--- src/hdl/cbez_pkg.sv ---
`timescale 1ns / 1ps

package cbez_pkg;

    // Q1.16 parameter: fraction bits and the code for exactly one
    localparam int          T_FRAC      = 16;
    localparam logic [16:0] T_ONE       = 17'd65536;
    localparam logic [32:0] T_HALF_LSB  = 33'h0000_8000;

    // headroom kept on intermediate sums above the coordinate width
    localparam int GUARD_BITS = 6;

    // register stages inside each axis lane
    localparam int LANE_STAGES = 11;

    // per-axis compares taken at entry, plus the parameter end flags
    typedef struct packed {
        logic t_zero;
        logic t_one;
        logic eq01;
        logic eq23;
        logic eq20;
        logic eq31;
    } lane_flags_t;

endpackage

--- src/hdl/cbez_merge.sv ---
`timescale 1ns / 1ps

module cbez_merge
    import cbez_pkg::*;
#(
    parameter int W = 32
) (
    input  logic signed [W+GUARD_BITS-1:0] pos_x_w,
    input  logic signed [W+GUARD_BITS-1:0] pos_y_w,
    input  logic signed [W+GUARD_BITS-1:0] tan_x_w,
    input  logic signed [W+GUARD_BITS-1:0] tan_y_w,
    input  logic signed [W+GUARD_BITS-1:0] curv_x_w,
    input  logic signed [W+GUARD_BITS-1:0] curv_y_w,
    input  logic signed [W+GUARD_BITS-1:0] repl_x,
    input  logic signed [W+GUARD_BITS-1:0] repl_y,
    input  logic signed [W+GUARD_BITS-1:0] full_x,
    input  logic signed [W+GUARD_BITS-1:0] full_y,
    input  lane_flags_t                    flags_x,
    input  lane_flags_t                    flags_y,
    output logic signed [W-1:0]            pos_x,
    output logic signed [W-1:0]            pos_y,
    output logic signed [W-1:0]            tan_x,
    output logic signed [W-1:0]            tan_y,
    output logic signed [W-1:0]            curv_x,
    output logic signed [W-1:0]            curv_y,
    output logic                           saturated
);

    localparam int IW = W + GUARD_BITS;

    // clip flag in the top bit, clamped value below it
    function automatic logic [W:0] clamp(input logic signed [IW-1:0] v);
        logic fits;
        fits = (&v[IW-1:W-1]) || !(|v[IW-1:W-1]);
        if (fits)
            clamp = {1'b0, v[W-1:0]};
        else if (v[IW-1])
            clamp = {1'b1, 1'b1, {(W-1){1'b0}}};
        else
            clamp = {1'b1, 1'b0, {(W-1){1'b1}}};
    endfunction

    logic                 start_deg;
    logic                 end_deg;
    logic                 repl_zero;
    logic signed [IW-1:0] tx;
    logic signed [IW-1:0] ty;
    logic [W:0]           s_px, s_py, s_tx, s_ty, s_cx, s_cy;

    assign start_deg = flags_x.t_zero && flags_x.eq01 && flags_y.eq01;
    assign end_deg   = flags_x.t_one && flags_x.eq23 && flags_y.eq23;
    assign repl_zero = flags_x.t_zero ? (flags_x.eq20 && flags_y.eq20)
                                      : (flags_x.eq31 && flags_y.eq31);

    // a collapsed end handle borrows the chord to the next distinct point
    always_comb
    begin
        if (start_deg || end_deg)
        begin
            tx = repl_zero ? full_x : repl_x;
            ty = repl_zero ? full_y : repl_y;
        end
        else
        begin
            tx = tan_x_w;
            ty = tan_y_w;
        end
    end

    assign s_px = clamp(pos_x_w);
    assign s_py = clamp(pos_y_w);
    assign s_tx = clamp(tx);
    assign s_ty = clamp(ty);
    assign s_cx = clamp(curv_x_w);
    assign s_cy = clamp(curv_y_w);

    assign pos_x     = s_px[W-1:0];
    assign pos_y     = s_py[W-1:0];
    assign tan_x     = s_tx[W-1:0];
    assign tan_y     = s_ty[W-1:0];
    assign curv_x    = s_cx[W-1:0];
    assign curv_y    = s_cy[W-1:0];
    assign saturated = s_px[W] | s_py[W] | s_tx[W] | s_ty[W] | s_cx[W] | s_cy[W];

endmodule

--- config.mk ---
export PLATFORM = sky130hd
export DESIGN_NAME = cbez_merge
export DESIGN_NICKNAME = d
export VERILOG_FILES = /design/src/hdl/cbez_pkg.sv /design/src/hdl/cbez_merge.sv
export SDC_FILE = /design/constraint.sdc
export NUM_CORES = 1
export LEC_CHECK = 0
export BUFFER_PORTS_ARGS = -buffer_cell sky130_fd_sc_hd__buf_4
export CAP_MARGIN = 20
export CELL_PAD_IN_SITES_DETAIL_PLACEMENT = 1
export CELL_PAD_IN_SITES_GLOBAL_PLACEMENT = 2
export CORE_AREA = 2 2 224 226
export DETAILED_ROUTE_END_ITERATION = 8
export DIE_AREA = 0 0 226 228
export GPL_TIMING_DRIVEN = 0
export PLACE_DENSITY = 0.67
export SETUP_SLACK_MARGIN = 0.02
export SYNTH_ARGS = -nofsm -noshare
export SYNTH_HDL_FRONTEND = slang
export SYNTH_SLANG_ARGS = --single-unit
--- constraint.sdc ---
create_clock -name vclk -period 3.4
set_clock_uncertainty 0.2 [all_clocks]
set_input_delay 0.51 -clock vclk [all_inputs]
set_output_delay 0.51 -clock vclk [all_outputs]
set_load 0.02 [all_outputs]
## After elaboration in Yosys (flattened, before gate mapping)

Cells that the tools add are included.

- Register bits: 0
- Bits of input ports: 392
- Output and inout bits: 193
- Word-level logic and storage cells: 53

- Mux-type cells: 17
- Bitwise gates (word level): 5
- Reductions and logical operators: 31

Operators with widths:

| cell | count |
|---|---|
| $mux W33 | 6 |
| $mux W32 | 6 |
| $mux W38 | 4 |
| $reduce_and A7 Y1 | 6 |
| $reduce_or A7 Y1 | 6 |
| $logic_or A1 B1 Y1 | 7 |
| $logic_and A1 B1 Y1 | 6 |
| $logic_not A1 Y1 | 6 |
| $or A1 B1 Y1 | 5 |
| $mux W1 | 1 |

## Longest topological paths before layout

- Depth after elaboration: 12
- Depth in mapped cells: 10

## Worst setup path before layout

No wires, ideal clock.

- Kind: in2out
- Start: in flags_y[2] (netlist bit)
- End: out tan_x[30]
- Arrival time: 2450 ps
- Required time: 2690 ps
- Path slack: 240 ps
- Cell stages on the path: 10
- Path buffers: 4
- Path through: and3_4 > buf_6 > or2_1 > buf_4 > buf_4 > a31oi_1 > nand2_1 > clkbuf_1 > o21ai_0 > a21boi_0

- Word-level cells in the longest chain between the ends: 7

RTL lines:

| what | line | RTL |
|---|---|---|
| start: declaration | cbez_merge.sv:19 | `input lane_flags_t flags_y,` |
| $logic_and A1 B1 Y1 * | cbez_merge.sv:51 | `assign end_deg = flags_x.t_one && flags_x.eq23 && flags_y.eq23;` |
| $logic_or A1 B1 Y1 * | cbez_merge.sv:58 | `if (start_deg \|\| end_deg)` |
| $mux W38 * | cbez_merge.sv:58 |  |
| $reduce_or A7 Y1 | cbez_merge.sv:34 | `fits = (&v[IW-1:W-1]) \|\| !(\|v[IW-1:W-1]);` |
| $logic_not A1 Y1 | cbez_merge.sv:34 |  |
| $logic_or A1 B1 Y1 | cbez_merge.sv:34 |  |
| $mux W33 * | cbez_merge.sv:35 | `if (fits)` |
| end: declaration | cbez_merge.sv:22 | `output logic signed [W-1:0] tan_x,` |

Mark *: on every way between the ends. The rest lies on a longest branch, timed or not.

## Final worst setup path

- Start: in flags_y[2] (netlist bit)
- End: out tan_x[2]

Same word-level chain as after synthesis.

==> impl_metrics.json <==
{
  "status": "complete, no violations",
  "synth_commonest_cells": "125 x a21o_1, 76 x o21ai_0, 68 x nand2_1",
  "die_h_um": 228,
  "crit_chain": "buf_6 > and3_4 > buf_8 > buf_12 > nor3_1 > a31oi_1 > or4_4 > or2_4 > buf_6 > o22a_1 > buf_4",
  "portBuffers": 583,
  "worstSetupEndpointType": "output port",
  "grt_usage_pct": 13.3,
  "cp_data_required_time_ps": 2690,
  "grt.overflow.total": 0,
  "period_share_pct": 99.3,
  "relSlewSlack_pct": 54.2,
  "critPathKind": "input pin to output port",
  "fin_area_mm2": 0.0101,
  "slowest_stage": "or4_4",
  "synth_top_area_cell": "a21o_1",
  "place_hpwl_um": 32400,
  "gr-usage-met1_pct": 13.9,
  "synth.yosys.warnings": 0,
  "yosysMostFrequentCell": "a21o_1",
  "syn-mean-instance-area_um2": 6.65,
  "cp.arrival_ps": 2670,
  "regArea_um2": 0,
  "nets": 1622,
  "area.growth.synth_to_final_pct": 141,
  "antenna_left": 0,
  "cpMostUsedCell": "buf_6",
  "vias": 7702,
  "max_cap_violations": 0,
  "drive_gt1_share_pct": 56.3,
  "core_area_mm2": 0.0493,
  "rsz0062_at_grt": "yes",
  "grt_pass1_wl_um": 52200,
  "instances_no_fill": 1901,
  "antenna_found_initial": 3,
  "worst_pin_slew_ps": 683,
  "gp_congestion": 0.816,
  "synth_seq_area_share_pct": 0,
  "dr.pass1.iters": 4,
  "grt-busiest-layer": "met2",
  "viasPerCell": 4.05,
  "io_pins": 585,
  "grt_pass1_vias": 8305,
  "hold_depth": 3,
  "totalNegativeSetupSlack_ps": 0,
  "drtIter0Drc": 240,
  "max-vdd-ir-drop_mv": 0.0504,
  "syn_nets": 1023,
  "start_kind": "input pin",
  "grt_max_degree": 11,
  "dieArea_mm2": 0.0515,
  "start_util_pct": 8.50,
  "wl_per_cell_um": 19.8,
  "dp.cells": 1886,
  "clkbuf_count": 0,
  "path_delay_family": "simple AND/OR/NAND/NOR gates",
  "drc": 0,
  "grt_util_met2_pct": 26.9,
  "cpPeakStageDelay_ps": 500,
  "setup_viol_count_final": 0,
  "worstSetupPathDepth": 11,
  "dpl_cell_area_mm2": 0.00941,
  "crit_fanout": 10,
  "max_freq_mhz": 296,
  "synth_top_area_share_pct": 22.4,
  "finalMaxSlewViolations": 0,
  "p_leak_nw": 5.17,
  "ys_top_cells_by_area": "a21o_1 22%, mux2i_1 15%, o21ai_0 9.1%",
  "worstPathBufferInverterCount": 5,
  "die_x_um": 226,
  "netlist_area_mm2": 0.00419,
  "num_rows": 82,
  "min_path_type": "input pin to output port",
  "seq_cells": 0,
  "powerDensity_mw_per_mm2": 160,
  "syn-instance-count": 631,
  "hold_viol_final": 0,
  "routed_wl_um": 37600,
  "holdWs_ps": 1120,
  "ys_types": 36,
  "finalCriticalPeriod_ps": 3380,
  "use_met3_pct": 2.89
}
-- placed cells by master (no fill, tap or decap), types with 6 or more instances in the layout --
master     instances
a22o_1            28
buf_4            576
o22a_1            30
buf_8              8
nor3_2             7
o21ai_1           10
mux2i_1           60
nand4_1            6
nand3_1           17
o2111ai_1         29
a21o_1           124
nor2_1             8
nand2_1           67
nor3_1             9
clkbuf_1          32
nor3b_1           29
o21ai_0           67
buf_6             30
clkbuf_2          18
-- final timing paths --
check                 slack, ps          from          to
worst max-delay path         20    flags_y[2]    tan_x[2]
worst min-delay path       1120  curv_y_w[20]  curv_y[20]
-- timing repair --
item                                    4_1_cts  5_1_grt
pin swaps                                    11       12
cloned                                        1        4
hold buffers                                  0        0
endpoints found under the setup margin       64       84
setup buffers                                 5        5
resized for setup                            86       76
-- layout make-up --
cell class,instances,area (um2)
plain buffers,83,577
diodes,1,2.50
well taps,672,841
fillers,6059,39200
repair buffers,598,4660
multi-input cells,545,4030
inverters,2,7.51
-- logic make-up after synthesis --
family | Yosys count | share of synthesized area (%)
simple gates | 169 | 21.3
buf+inv | 86 | 9.73
mux | 62 | 14.8
compound gates | 314 | 54.2
-- through the flow --
stage	power, mW	worst slack, ps	utilization, %
after floorplan	0.687	240	-
final	1.61	25.0	20.5
after detailed placement	1.53	-818	19.1
after global placement	1.51	-728	19.1
after global routing	1.72	-36.9	20.5
after CTS	1.58	19.1	19.8
-- where the power goes --
| group | total [mW] | internal (mW) | switching, mW |
|---|---|---|---|
| combinational | 1.61 | 0.794 | 0.820 |
| sequential | 0 | 0 | 0 |
| clock | 0.0000000397 | 0.0000000397 | 0 |
| total | 1.61 | 0.794 | 0.820 |
-- per-layer routing --
| metal | routed length (um) | up-vias |
|---|---|---|
| li1 | - | 3629 |
| met1 | 13600 | 3686 |
| met2 | 20500 | 351 |
| met3 | 2830 | 30 |
| met4 | 612 | 6 |
| met5 | 30 | - |
(Power assumes the default switching activity.)
